$ cat src/aiptm_pkg.sv
package aiptm_pkg;

  // Table geometry.
  localparam int PEERS          = 8;
  localparam int SLOTS_PER_PEER = 4;
  localparam int NSLOTS         = PEERS * SLOTS_PER_PEER;
  localparam int IDX_W          = (NSLOTS > 1) ? $clog2(NSLOTS) : 1;
  localparam int PEER_W         = (PEERS > 1) ? $clog2(PEERS) : 1;
  localparam int SLOT_W         = (SLOTS_PER_PEER > 1) ? $clog2(SLOTS_PER_PEER) : 1;

  // Address and field widths.
  localparam int ADDR_BITS = 128;
  localparam int HALF_W    = 64;
  localparam int LEN_W     = 8;
  localparam int FPEER_W   = 3;
  localparam int MASK_W    = 8;

  // Leading-zero count is split into chunks.
  localparam int CHUNK_W    = 16;
  localparam int CHUNKS     = ADDR_BITS / CHUNK_W;
  localparam int CHUNK_LZ_W = $clog2(CHUNK_W);

  // Configuration port.
  localparam int CFG_ADDR_W = 3;
  localparam int CFG_DATA_W = 32;
  localparam int CFG_IDX_W  = CFG_ADDR_W - 2;
  localparam logic [CFG_IDX_W-1:0] REG_PEER_ENABLE = '0;

  // Operation codes.
  localparam logic MODE_ADD    = 1'b0;
  localparam logic MODE_LOOKUP = 1'b1;

  typedef struct packed {
    logic              mode;
    logic [2:0]        peer_number;
    logic [HALF_W-1:0] addr_high;
    logic [HALF_W-1:0] addr_low;
    logic [LEN_W-1:0]  prefix_len;
  } in_item_t;

  typedef struct packed {
    logic               ok;
    logic [FPEER_W-1:0] found_peer;
    logic [LEN_W-1:0]   match_len;
    logic               exact_hit;
  } out_item_t;

  typedef struct packed {
    logic [HALF_W-1:0] addr_upper;
    logic [HALF_W-1:0] addr_lower;
    logic [LEN_W-1:0]  prefix;
  } slot_entry_t;

  localparam int ENTRY_W = $bits(slot_entry_t);

  // Side information that travels with each slot read.
  typedef struct packed {
    logic              live;
    logic              qualify;
    logic              last;
    logic [PEER_W-1:0] peer;
  } tag_t;

  // Match result for one slot.
  typedef struct packed {
    logic              live;
    logic              qualify;
    logic              last;
    logic [PEER_W-1:0] peer;
    logic [LEN_W-1:0]  match_len;
    logic [LEN_W-1:0]  prefix;
  } match_t;

  typedef enum logic [1:0] {
    ST_IDLE,
    ST_ISSUE,
    ST_DRAIN,
    ST_FIN
  } state_t;

endpackage

$ cat src/allowed_ip_prefix_match_table.sv
// A lookup scans all NSLOTS slots and an add the SLOTS_PER_PEER slots of its peer, reading
// one slot per cycle from the slot memory through the registered read into the match
// pipeline. A new item is taken only once the result of the previous one has been loaded
// into the output register, so items do not overlap.
// Reset clears the state machine, the enable mask and all slot valid bits at once;
// no clearing pass runs and items are taken in the first cycle after reset.
module allowed_ip_prefix_match_table (
  input  logic                                clk,
  input  logic                                rst_n,
  input  logic                                in_valid,
  output logic                                in_ready,
  input  aiptm_pkg::in_item_t                 in_data,
  output logic                                out_valid,
  input  logic                                out_ready,
  output aiptm_pkg::out_item_t                out_data,
  input  logic                                psel,
  input  logic                                penable,
  input  logic                                pwrite,
  input  logic [aiptm_pkg::CFG_ADDR_W-1:0]    paddr,
  input  logic [aiptm_pkg::CFG_DATA_W-1:0]    pwdata,
  output logic [aiptm_pkg::CFG_DATA_W-1:0]    prdata,
  output logic                                pready
);

  logic [aiptm_pkg::MASK_W-1:0]            peer_enable_mask_r;
  logic [aiptm_pkg::CFG_IDX_W-1:0]         reg_idx;
  logic                                    ram_we;
  logic [aiptm_pkg::IDX_W-1:0]             ram_waddr;
  logic [aiptm_pkg::IDX_W-1:0]             ram_raddr;
  aiptm_pkg::slot_entry_t                  ram_wdata;
  logic [aiptm_pkg::ENTRY_W-1:0]           ram_rdata;
  aiptm_pkg::tag_t                         tag;
  aiptm_pkg::match_t                       match_res;
  logic [aiptm_pkg::ADDR_BITS-1:0]         key;

  // Register file access.
  assign reg_idx = paddr[aiptm_pkg::CFG_ADDR_W-1:2];
  assign pready  = 1'b1;
  assign prdata  = (reg_idx == aiptm_pkg::REG_PEER_ENABLE) ?
                   aiptm_pkg::CFG_DATA_W'(peer_enable_mask_r) : '0;

  always_ff @(posedge clk) begin
    if (!rst_n) begin
      peer_enable_mask_r <= '0;
    end else if (psel && penable && pwrite && pready &&
                 (reg_idx == aiptm_pkg::REG_PEER_ENABLE)) begin
      peer_enable_mask_r <= pwdata[aiptm_pkg::MASK_W-1:0];
    end
  end

  aiptm_ctrl u_ctrl (
    .clk              (clk),
    .rst_n            (rst_n),
    .peer_enable_mask (peer_enable_mask_r),
    .in_valid         (in_valid),
    .in_ready         (in_ready),
    .in_data          (in_data),
    .out_valid        (out_valid),
    .out_ready        (out_ready),
    .out_data         (out_data),
    .ram_we           (ram_we),
    .ram_waddr        (ram_waddr),
    .ram_wdata        (ram_wdata),
    .ram_raddr        (ram_raddr),
    .tag              (tag),
    .key              (key),
    .match_res        (match_res)
  );

  aiptm_ram #(
    .DEPTH (aiptm_pkg::NSLOTS),
    .WIDTH (aiptm_pkg::ENTRY_W),
    .AW    (aiptm_pkg::IDX_W)
  ) u_ram (
    .clk   (clk),
    .we    (ram_we),
    .waddr (ram_waddr),
    .wdata (ram_wdata),
    .raddr (ram_raddr),
    .rdata (ram_rdata)
  );

  aiptm_cpl u_cpl (
    .clk    (clk),
    .rst_n  (rst_n),
    .entry  (aiptm_pkg::slot_entry_t'(ram_rdata)),
    .tag    (tag),
    .key    (key),
    .result (match_res)
  );

endmodule

$ cat src/aiptm_ram.sv
module aiptm_ram #(
  parameter int DEPTH = 32,
  parameter int WIDTH = 136,
  parameter int AW    = (DEPTH > 1) ? $clog2(DEPTH) : 1
) (
  input  logic             clk,
  input  logic             we,
  input  logic [AW-1:0]    waddr,
  input  logic [WIDTH-1:0] wdata,
  input  logic [AW-1:0]    raddr,
  output logic [WIDTH-1:0] rdata
);

  logic [WIDTH-1:0] mem [DEPTH];
  logic [WIDTH-1:0] rdata_r;

  // Single write port.
  always_ff @(posedge clk) begin
    if (we) begin
      mem[waddr] <= wdata;
    end
  end

  // Registered read port.
  always_ff @(posedge clk) begin
    rdata_r <= mem[raddr];
  end

  assign rdata = rdata_r;

endmodule

$ cat src/aiptm_cpl.sv
module aiptm_cpl (
  input  logic                             clk,
  input  logic                             rst_n,
  input  aiptm_pkg::slot_entry_t           entry,
  input  aiptm_pkg::tag_t                  tag,
  input  logic [aiptm_pkg::ADDR_BITS-1:0]  key,
  output aiptm_pkg::match_t                result
);

  logic [aiptm_pkg::ADDR_BITS-1:0]         diff_r;
  logic [aiptm_pkg::LEN_W-1:0]             prefix1_r;
  aiptm_pkg::tag_t                         tag1_r;

  logic [aiptm_pkg::CHUNKS-1:0]            nz_nxt;
  logic [aiptm_pkg::CHUNK_LZ_W-1:0]        lz_nxt [aiptm_pkg::CHUNKS];
  logic [aiptm_pkg::CHUNKS-1:0]            nz2_r;
  logic [aiptm_pkg::CHUNK_LZ_W-1:0]        lz2_r [aiptm_pkg::CHUNKS];
  logic [aiptm_pkg::LEN_W-1:0]             prefix2_r;
  aiptm_pkg::tag_t                         tag2_r;

  logic [aiptm_pkg::LEN_W-1:0]             m_nxt;
  aiptm_pkg::match_t                       result_r;

  // Stage one: difference between the stored address and the key.
  always_ff @(posedge clk) begin
    diff_r         <= {entry.addr_upper, entry.addr_lower} ^ key;
    prefix1_r      <= entry.prefix;
    tag1_r.qualify <= tag.qualify;
    tag1_r.last    <= tag.last;
    tag1_r.peer    <= tag.peer;
    if (!rst_n) begin
      tag1_r.live <= 1'b0;
    end else begin
      tag1_r.live <= tag.live;
    end
  end

  // Stage two: per-chunk zero flag and leading-zero count.
  always_comb begin
    logic [aiptm_pkg::CHUNK_W-1:0] chunk;
    for (int c = 0; c < aiptm_pkg::CHUNKS; c++) begin
      chunk = diff_r[aiptm_pkg::ADDR_BITS-1-c*aiptm_pkg::CHUNK_W -: aiptm_pkg::CHUNK_W];
      nz_nxt[c] = |chunk;
      lz_nxt[c] = '0;
      for (int b = 0; b < aiptm_pkg::CHUNK_W; b++) begin
        if (chunk[b]) begin
          lz_nxt[c] = aiptm_pkg::CHUNK_LZ_W'(aiptm_pkg::CHUNK_W - 1 - b);
        end
      end
    end
  end

  always_ff @(posedge clk) begin
    nz2_r          <= nz_nxt;
    lz2_r          <= lz_nxt;
    prefix2_r      <= prefix1_r;
    tag2_r.qualify <= tag1_r.qualify;
    tag2_r.last    <= tag1_r.last;
    tag2_r.peer    <= tag1_r.peer;
    if (!rst_n) begin
      tag2_r.live <= 1'b0;
    end else begin
      tag2_r.live <= tag1_r.live;
    end
  end

  // Stage three: the first nonzero chunk gives the common prefix length.
  always_comb begin
    m_nxt = aiptm_pkg::LEN_W'(aiptm_pkg::ADDR_BITS);
    for (int c = aiptm_pkg::CHUNKS - 1; c >= 0; c--) begin
      if (nz2_r[c]) begin
        m_nxt = aiptm_pkg::LEN_W'(c * aiptm_pkg::CHUNK_W) + aiptm_pkg::LEN_W'(lz2_r[c]);
      end
    end
  end

  always_ff @(posedge clk) begin
    result_r.qualify   <= tag2_r.qualify;
    result_r.last      <= tag2_r.last;
    result_r.peer      <= tag2_r.peer;
    result_r.match_len <= m_nxt;
    result_r.prefix    <= prefix2_r;
    if (!rst_n) begin
      result_r.live <= 1'b0;
    end else begin
      result_r.live <= tag2_r.live;
    end
  end

  assign result = result_r;

endmodule

$ cat src/aiptm_ctrl.sv
module aiptm_ctrl (
  input  logic                                    clk,
  input  logic                                    rst_n,
  input  logic [aiptm_pkg::MASK_W-1:0]            peer_enable_mask,
  input  logic                                    in_valid,
  output logic                                    in_ready,
  input  aiptm_pkg::in_item_t                     in_data,
  output logic                                    out_valid,
  input  logic                                    out_ready,
  output aiptm_pkg::out_item_t                    out_data,
  output logic                                    ram_we,
  output logic [aiptm_pkg::IDX_W-1:0]             ram_waddr,
  output aiptm_pkg::slot_entry_t                  ram_wdata,
  output logic [aiptm_pkg::IDX_W-1:0]             ram_raddr,
  output aiptm_pkg::tag_t                         tag,
  output logic [aiptm_pkg::ADDR_BITS-1:0]         key,
  input  aiptm_pkg::match_t                       match_res
);

  aiptm_pkg::state_t state_r, state_nxt;

  // Current item.
  logic                                    mode_r;
  logic [aiptm_pkg::PEER_W-1:0]            peer_r;
  logic                                    in_range_r;
  logic [aiptm_pkg::ADDR_BITS-1:0]         key_r;
  logic [aiptm_pkg::LEN_W-1:0]             plen_r;

  // Scan counters.
  logic [aiptm_pkg::PEER_W-1:0] peer_cnt_r, peer_cnt_nxt;
  logic [aiptm_pkg::SLOT_W-1:0] slot_cnt_r, slot_cnt_nxt;

  // Running decision.
  logic                               ok_r, ok_nxt;
  logic [aiptm_pkg::FPEER_W-1:0]      found_r, found_nxt;
  logic [aiptm_pkg::LEN_W-1:0]        best_r, best_nxt;
  logic                               exact_r, exact_nxt;
  logic                               dup_r, dup_nxt;

  logic [aiptm_pkg::NSLOTS-1:0] slot_valid_r;
  aiptm_pkg::tag_t              tag_r, tag_nxt;

  logic                          out_valid_r, out_valid_nxt;
  aiptm_pkg::out_item_t          out_data_r, out_data_nxt;

  logic                          accept;
  logic                          load;
  logic                          last_issue;
  logic                          peer_en;
  logic [31:0]                   peer_ext;
  logic [31:0]                   base_idx;
  logic                          free_any;
  logic [aiptm_pkg::SLOT_W-1:0]  free_slot;
  logic                          peer_in_range;

  assign accept        = in_valid && in_ready;
  assign in_ready      = (state_r == aiptm_pkg::ST_IDLE);
  assign peer_in_range = (32'(in_data.peer_number) < aiptm_pkg::PEERS);

  // Read address of the slot under scan.
  assign ram_raddr = aiptm_pkg::IDX_W'(32'(peer_cnt_r) * aiptm_pkg::SLOTS_PER_PEER
                                      + 32'(slot_cnt_r));

  // Lookups consider only peers whose enable bit exists and is set.
  assign peer_ext = 32'(peer_cnt_r);
  assign peer_en  = (peer_ext < aiptm_pkg::MASK_W) && peer_enable_mask[peer_ext[2:0]];

  assign last_issue = (32'(slot_cnt_r) == aiptm_pkg::SLOTS_PER_PEER - 1) &&
                      ((mode_r == aiptm_pkg::MODE_ADD) ||
                       (32'(peer_cnt_r) == aiptm_pkg::PEERS - 1));

  // Lowest free slot of the add peer.
  assign base_idx = 32'(peer_r) * aiptm_pkg::SLOTS_PER_PEER;

  always_comb begin
    free_any  = 1'b0;
    free_slot = '0;
    for (int s = aiptm_pkg::SLOTS_PER_PEER - 1; s >= 0; s--) begin
      if (!slot_valid_r[aiptm_pkg::IDX_W'(base_idx + 32'(s))]) begin
        free_any  = 1'b1;
        free_slot = aiptm_pkg::SLOT_W'(s);
      end
    end
    free_any = free_any && in_range_r;
  end

  // Next state, tag issue, decision update and result build.
  always_comb begin
    state_nxt     = state_r;
    peer_cnt_nxt  = peer_cnt_r;
    slot_cnt_nxt  = slot_cnt_r;
    ok_nxt        = ok_r;
    found_nxt     = found_r;
    best_nxt      = best_r;
    exact_nxt     = exact_r;
    dup_nxt       = dup_r;
    tag_nxt       = '0;
    load          = 1'b0;
    out_valid_nxt = out_valid_r && !out_ready;
    out_data_nxt  = out_data_r;

    case (state_r)
      aiptm_pkg::ST_IDLE: begin
        if (accept) begin
          ok_nxt       = 1'b0;
          found_nxt    = '0;
          best_nxt     = '0;
          exact_nxt    = 1'b0;
          dup_nxt      = 1'b0;
          slot_cnt_nxt = '0;
          if (in_data.mode == aiptm_pkg::MODE_ADD) begin
            peer_cnt_nxt = aiptm_pkg::PEER_W'(in_data.peer_number);
            state_nxt    = peer_in_range ? aiptm_pkg::ST_ISSUE : aiptm_pkg::ST_FIN;
          end else begin
            peer_cnt_nxt = '0;
            state_nxt    = aiptm_pkg::ST_ISSUE;
          end
        end
      end
      aiptm_pkg::ST_ISSUE: begin
        tag_nxt.live    = 1'b1;
        tag_nxt.qualify = slot_valid_r[ram_raddr] &&
                          ((mode_r == aiptm_pkg::MODE_ADD) || peer_en);
        tag_nxt.last    = last_issue;
        tag_nxt.peer    = peer_cnt_r;
        if (last_issue) begin
          state_nxt = aiptm_pkg::ST_DRAIN;
        end else if (32'(slot_cnt_r) == aiptm_pkg::SLOTS_PER_PEER - 1) begin
          slot_cnt_nxt = '0;
          peer_cnt_nxt = peer_cnt_r + 1'b1;
        end else begin
          slot_cnt_nxt = slot_cnt_r + 1'b1;
        end
      end
      aiptm_pkg::ST_DRAIN: begin
        if (match_res.live && match_res.last) begin
          state_nxt = aiptm_pkg::ST_FIN;
        end
      end
      aiptm_pkg::ST_FIN: begin
        if (!out_valid_r || out_ready) begin
          load          = 1'b1;
          out_valid_nxt = 1'b1;
          state_nxt     = aiptm_pkg::ST_IDLE;
          if (mode_r == aiptm_pkg::MODE_ADD) begin
            out_data_nxt.ok         = dup_r || free_any;
            out_data_nxt.found_peer = '0;
            out_data_nxt.match_len  = '0;
            out_data_nxt.exact_hit  = 1'b0;
          end else begin
            out_data_nxt.ok         = ok_r;
            out_data_nxt.found_peer = found_r;
            out_data_nxt.match_len  = best_r;
            out_data_nxt.exact_hit  = exact_r;
          end
        end
      end
      default: begin
        state_nxt = aiptm_pkg::ST_IDLE;
      end
    endcase

    // Each qualifying slot that leaves the match pipeline updates the decision until an exact hit.
    if (match_res.live && match_res.qualify) begin
      if (mode_r == aiptm_pkg::MODE_ADD) begin
        if ((match_res.match_len == aiptm_pkg::LEN_W'(aiptm_pkg::ADDR_BITS)) &&
            (match_res.prefix == plen_r)) begin
          dup_nxt = 1'b1;
        end
      end else if (!exact_r && (match_res.match_len >= match_res.prefix)) begin
        if ((match_res.match_len > best_r) || (best_r == '0)) begin
          ok_nxt    = 1'b1;
          found_nxt = aiptm_pkg::FPEER_W'(32'(match_res.peer));
          best_nxt  = match_res.match_len;
        end
        if (match_res.match_len == aiptm_pkg::LEN_W'(aiptm_pkg::ADDR_BITS)) begin
          exact_nxt = 1'b1;
        end
      end
    end
  end

  // Slot write when an add stores a new prefix.
  assign ram_we    = load && (mode_r == aiptm_pkg::MODE_ADD) && !dup_r && free_any;
  assign ram_waddr = aiptm_pkg::IDX_W'(base_idx + 32'(free_slot));
  assign ram_wdata = '{addr_upper: key_r[aiptm_pkg::ADDR_BITS-1:aiptm_pkg::HALF_W],
                       addr_lower: key_r[aiptm_pkg::HALF_W-1:0],
                       prefix:     plen_r};

  // Control registers.
  always_ff @(posedge clk) begin
    if (!rst_n) begin
      state_r      <= aiptm_pkg::ST_IDLE;
      slot_valid_r <= '0;
      tag_r        <= '0;
      out_valid_r  <= 1'b0;
    end else begin
      state_r     <= state_nxt;
      tag_r       <= tag_nxt;
      out_valid_r <= out_valid_nxt;
      if (ram_we) begin
        slot_valid_r[ram_waddr] <= 1'b1;
      end
    end
  end

  // Item, counter and decision registers.
  always_ff @(posedge clk) begin
    if (accept) begin
      mode_r     <= in_data.mode;
      peer_r     <= aiptm_pkg::PEER_W'(in_data.peer_number);
      in_range_r <= peer_in_range;
      key_r      <= {in_data.addr_high, in_data.addr_low};
      plen_r     <= in_data.prefix_len;
    end
    peer_cnt_r <= peer_cnt_nxt;
    slot_cnt_r <= slot_cnt_nxt;
    ok_r       <= ok_nxt;
    found_r    <= found_nxt;
    best_r     <= best_nxt;
    exact_r    <= exact_nxt;
    dup_r      <= dup_nxt;
    out_data_r <= out_data_nxt;
  end

  assign tag       = tag_r;
  assign key       = key_r;
  assign out_valid = out_valid_r;
  assign out_data  = out_data_r;

endmodule

$ cat config.mk
export PLATFORM = sky130hd
export DESIGN_NAME = allowed_ip_prefix_match_table
export DESIGN_NICKNAME = d
export VERILOG_FILES = /design/src/aiptm_pkg.sv /design/src/allowed_ip_prefix_match_table.sv /design/src/aiptm_ram.sv /design/src/aiptm_cpl.sv /design/src/aiptm_ctrl.sv
export SDC_FILE = /design/constraint.sdc
export NUM_CORES = 2
export LEC_CHECK = 0
export BUFFER_PORTS_ARGS = -buffer_cell sky130_fd_sc_hd__clkbuf_2
export CAP_MARGIN = 20
export CORE_MARGIN = 2
export CORE_UTILIZATION = 60
export CTS_CLUSTER_SIZE = 10
export DETAILED_ROUTE_END_ITERATION = 7
export PLACE_DENSITY_LB_ADDON = 0.05
export SYNTH_ARGS = -nofsm -noshare
export SYNTH_HDL_FRONTEND = slang
export SYNTH_MEMORY_MAX_BITS = 65536
export SYNTH_SLANG_ARGS = --single-unit
$ cat constraint.sdc
create_clock -name clk -period 10.75 [get_ports clk]
set_input_delay 1.075 -clock clk [delete_from_list [all_inputs] [get_ports clk]]
set_output_delay 1.075 -clock clk [all_outputs]
set_load 0.03 [all_outputs]
[After elaboration in Yosys (flattened, before gate mapping)]
Memory sizes are Yosys's and may differ from the RTL's. A register that Yosys moved wholly into a read port is not among the register bits.
Index checks and enable logic that the tools add are counted.
Cells by class
  add/subtract/negate cells: 14
  $lt $le $gt $ge: 11
  equal/unequal tests: 13
  muxes and demuxes: 202
  bitwise logic cells: 4
  reductions and logical operators: 65
Operators by type and width (number)
  4-bit 2-to-1 mux: 65
  16-bit OR reduction: 8
  128-bit XOR: 1
  3-bit 2-to-1 mux: 42
  8-bit 2-to-1 mux: 14
  8-bit OR reduction: 8
  2-bit 2-to-1 mux: 27
  1-bit 2-to-1 mux: 42
  5-bit by 6-bit < comparator with 1-bit output (second input constant): 6
  7-bit by 4-bit adder with 8-bit output (first input constant): 4
  32-bit OR: 1
  4-bit OR reduction: 8
  1-bit binary-select mux with 5-bit select: 4
  1-bit logical AND: 16
  2-bit OR reduction: 8
  6-bit by 4-bit adder with 7-bit output (first input constant): 2
  13-bit 2-to-1 mux: 1
  5-bit by 2-bit adder with 5-bit output: 2
  5-bit by 2-bit adder with 5-bit output (second input constant): 2
  8-bit equality test: 1
  8-bit equality test (second input constant): 1
  8-bit greater-or-equal comparator: 1
  8-bit greater-than comparator: 1
  8-bit zero test: 1
  25 further kinds: 43
Word-level totals
  flip-flop bits (word level): 439
  bits in writable memories: 4352
  bits of input ports: 182
  output and inout port bits: 48
  word-level logic and storage cells: 384
  memories: 1
Memories
  u_ram.mem: depth 32, width 136, rd ports 1, clocked after Yosys merged registers in 1, write ports 1, line aiptm_ram.sv:14  | logic [WIDTH-1:0] mem [DEPTH];

[Longest topological paths before layout]
  word-level depth: 15
  depth in mapped cells: 9
  depth with buffers taken out: 8

[By module]
Synthesis repeated with hierarchy kept, for this count alone.
Second synthesis, totals
  cells, all modules: 8404
  area, all modules: 182251.0 um2
Modules (own cells, without submodules)
  aiptm_ram: times used 1, cells an instance 6993, area each 165373.6 um2, sequential area each 133407.9 um2
  aiptm_ctrl: times used 1, cells an instance 675, area each 9138.8 um2, sequential area each 5845.6 um2
  aiptm_cpl: times used 1, cells an instance 665, area each 7141.8 um2, sequential area each 4364.2 um2
  allowed_ip_prefix_match_table: times used 1, cells an instance 71, area each 596.8 um2, sequential area each 160.2 um2

[Least setup slack after synthesis]
OpenSTA, ideal clock, no wires.
  kind: input to register
  start: input out_ready
  end: memory u_ram.mem[16][0], enable pin
  library setup time: 635 ps
  arrival time: 7650 ps
  data required time: 10115 ps
  path slack: 2464 ps
  stages on the path: 4
  path buffers: 0
  cell sequence: nand2b_1 and2_1 nand3_1 nor2_1
On the way
  word-level cells in the longest chain between the ends: 8
RTL lines
  start, declared: line allowed_ip_prefix_match_table.sv:14  | input logic out_ready,
  1-bit logical OR: line aiptm_ctrl.sv:141  | if (!out_valid_r || out_ready) begin
  1-bit 2-to-1 mux: line aiptm_ctrl.sv:141
  1-bit 2-to-1 mux: line aiptm_ctrl.sv:102  | case (state_r)
  via u_ctrl.load: line aiptm_ctrl.sv:47  | logic load;
  1-bit logical AND (3 in a row): line aiptm_ctrl.sv:184  | assign ram_we = load && (mode_r == aiptm_pkg::MODE_ADD) && !dup_r && free_any;
  1-bit 2-to-1 mux: line aiptm_ram.sv:19  | if (we) begin
  1-bit 2-to-1 mux (implied by the code): line aiptm_ram.sv:20  | mem[waddr] <= wdata;
  end, declared: line aiptm_ram.sv:14
The timed path passes the listed nets, and every way through them passes these cells.

[Final worst setup path]
  start: register u_ctrl.peer_r[2] in the netlist's numbering
  end: memory u_ram.mem[18][89], enable pin
On the way
  word-level cells in the longest chain between the ends: 10
  elaborated cells between the ends (all ways): 23
  classes of those cells: add/sub: 4; mux: 18; reduce/logical: 1
RTL lines
  start, declared: line aiptm_ctrl.sv:24  | logic [aiptm_pkg::PEER_W-1:0] peer_r;
  start signal, assigned: line aiptm_ctrl.sv:211  | peer_r <= aiptm_pkg::PEER_W'(in_data.peer_number);
  branches (longest 10 deep; another with 5-bit by 2-bit adder with 5-bit output)
Parallel ways; which one is timed is not known. The select of a mux whose other input is x is not followed.

==> results.toml <==
[run_status]
status = "finished, final reports clean"

[drt]
first_iter_violations = 10300
ant_nets = 0
wire_per_inst_um = 35.2
drc_errors = 0
vias = 84300
first_pass_iters = 5
wl_um = 443000
routed_via_density = 6.70

[timing]
finalSetupTns_ps = 0
fmax_mhz = 185
fin_skew_ps = 31.5
setup_viol = 0
fin_hold_ws_ps = 229
hold_viol = 0
slew_headroom = 0.217
tightest_slew_ps = 1170
grt_setup_unrepaired = "no"
layout_min_cycle_time_ps = 5400
finalCritPeriodShare = 0.502
setup_ws_ps = 5350
report.final.slew_viol_count = 0

[global_routing]
track_usage = 0.288
grt_start_max_net_pins = 136
grt-ovfl-total = 0
grt_pass1_wl_um = 623000
grt_pass1_vias = 85300
grt_antenna_before_repair = 20

[placed_design]
dp.cells = 11600
hpwl_um = 208000
globalplace.congestion = 0.801
post-place-ws_ps = 4910
portBuffers = 178

[finish]
mostFrequentLayoutCell = "edfxtp_1"
nNetsFinal = 8362
layout_common_cells = "edfxtp_1, mux4_2, clkbuf_16"
drive_gt1_frac = 0.294
final_cells = 12600
area_delta_synth_final_pct = 12.8

[worst_setup_path]
path_class = "reg -> reg"
cp_common_cell = "buf_4"
endpoint_kind = "flip-flop"
worstPathCellList = "inv_1, a211oi_1, a2bb2oi_1, nand3b_1, nor2_4, buf_4, buf_4"
worstPathRequired_ps = 11370
slowest_stage = "nor2_4"
critPathArrivalTime_ps = 6020
crit_path_start_kind = "flip-flop"
crit_path_max_fanout = 31
slowest_delay_ps = 1020

[power_and_ir_drop]
p_leak_nw = 64.8
power.density_nw_per_um2 = 256
peakVddDrop_v = 0.000256

[yosys]
synth-edff-count = 4510
ys_warn_count = 0
yosysSeqAreaShare = 0.787
synth.distinct_cells = 58
syn_inst = 7582
avgSynthCellArea_um2 = 24.1
ys_async_sr_fraction = 0
synth-seq-cells = 4927
synth_area_um2 = 183000
synth_ff_type = "edfxtp_1"

[clock_network]
htreeDepth = 6
post_cts_buffers = 0
clock_latency_ps = 1020
post_cts_resized = 0
clkTransAtPathRegs_ps = 60
cts_tree = "built"
root_buffer = "clkbuf_16"
clockBufferDepth = 4
cts.sinks = 4927
holdBufCountCts = 0
cts_buffers = 567

[die]
coreArea_um2 = 303000
die_y_um = 556
die-area_um2 = 309000
die_x_um = 556
rows = 202
ioPinCount = 230
initial_core_util = 0.603

[min_path]
min_path_type = "in -> reg"

[job]
cap_violations = 0
==> cells in the mapped netlist (all sizes together) (28+ instances only) <==
cell	count	area, µm²
nor3	40	200
a21oi	48	240
dfxtp	417	8350
o31ai	39	293
mux4	1370	30900
clkbuf	210	788
edfxtp	4510	135000
buf	160	886
nand3	28	140
mux2	139	1570
inv	64	240
nor2	112	420
xor2	131	1150
nand2	76	285
==> sequential cells by signal, summed over array words and instances, names as in the netlist, 6 cells and up <==
| signal | count |
|---|---|
| u_cpl.result | 22 |
| u_ctrl.best_r | 8 |
| u_cpl.prefix1_r | 8 |
| u_ctrl.out_data | 13 |
| u_ram.rdata | 136 |
| u_ctrl.tag | 6 |
| u_ctrl.key | 128 |
| u_cpl.prefix2_r | 8 |
| u_cpl.tag2_r | 6 |
| u_ram.mem | 4352 |
| u_cpl.tag1_r | 6 |
| u_ctrl.slot_valid_r | 32 |
| peer_enable_mask_r | 8 |
| u_cpl.diff_r | 128 |
| u_ctrl.plen_r | 8 |
| u_cpl.lz2_r | 32 |
| u_cpl.nz2_r | 8 |
==> worst max-delay path: cells and delay by family (launching register included) <==
kind | cells | cell delay (ps)
flip-flops | 1 | 870
AND/OR/NAND/NOR | 2 | 1700
buffers and inverters | 3 | 1790
AO/OA/AOI/OAI | 2 | 490
==> worst paths after layout <==
check / start / to / slack (ps) / cells past startpoint
worst min-delay path: in_data[119] / u_ctrl.key[111]$_DFFE_PP_ / 230 / 1
worst max-delay path: u_ctrl.peer_r[2]$_DFFE_PP_ / u_ram.mem[18][89]$_DFFE_PP_ / 5350 / 7
worst max register to register: u_ctrl.peer_r[2]$_DFFE_PP_ / u_ram.mem[18][89]$_DFFE_PP_ / 5350 / 7
worst min register to register: u_cpl.prefix2_r[0]$_DFF_P_ / u_cpl.result[0]$_DFF_P_ / 320 / 0
==> logic make-up (layout without fill, tap and decap cells) <==
family	Yosys count	in the layout	share of synthesized area
other	2	33	0.0000411
multiplexers	1521	1521	0.178
buffers and inverters	435	1420	0.0105
XOR/XNOR	136	136	0.00652
AND/OR/NAND/NOR	340	340	0.00877
AO/OA/AOI/OAI	198	198	0.00764
flip-flops	4927	4927	0.787
adder cells (fa/ha/maj)	23	23	0.00157
==> routing by layer <==
metal,part of all wire,GRT usage,routed length [µm],up-vias
li1,-,-,-,33400
met1,0.40,0.418,176000,46100
met2,0.50,0.467,220000,4058
met5,0.00017,0,76,-
met4,0.024,0.0765,10700,10
met3,0.081,0.0458,35900,645
==> report_power, final <==
| part | total, mW | internal, mW | switching (mW) |
|---|---|---|---|
| registers | 24.1 | 22.8 | 1.32 |
| clock network | 17.4 | 10.1 | 7.32 |
| logic | 11.3 | 5.89 | 5.38 |
| total | 52.7 | 38.7 | 14.0 |
==> cell type report <==
type | instances | area (µm²)
multi-input combinational | 2243 | 37400
antenna | 8 | 20.0
clock inverter | 51 | 774
tap | 3978 | 4980
inverter | 65 | 251
timing repair buffer | 353 | 3020
clock buffer | 951 | 15900
fill | 18600 | 97000
sequential | 4927 | 144000
==> per-stage QoR <==
step	area [µm²]	utilization	total power, mW
floorplan	183000	-	32.5
global placement	189000	0.624	35.6
detailed placement	189000	0.624	35.8
CTS	206000	0.679	53.1
global route	206000	0.680	54.6
finish	206000	0.680	52.7
Power figures use the tool's default switching activity.
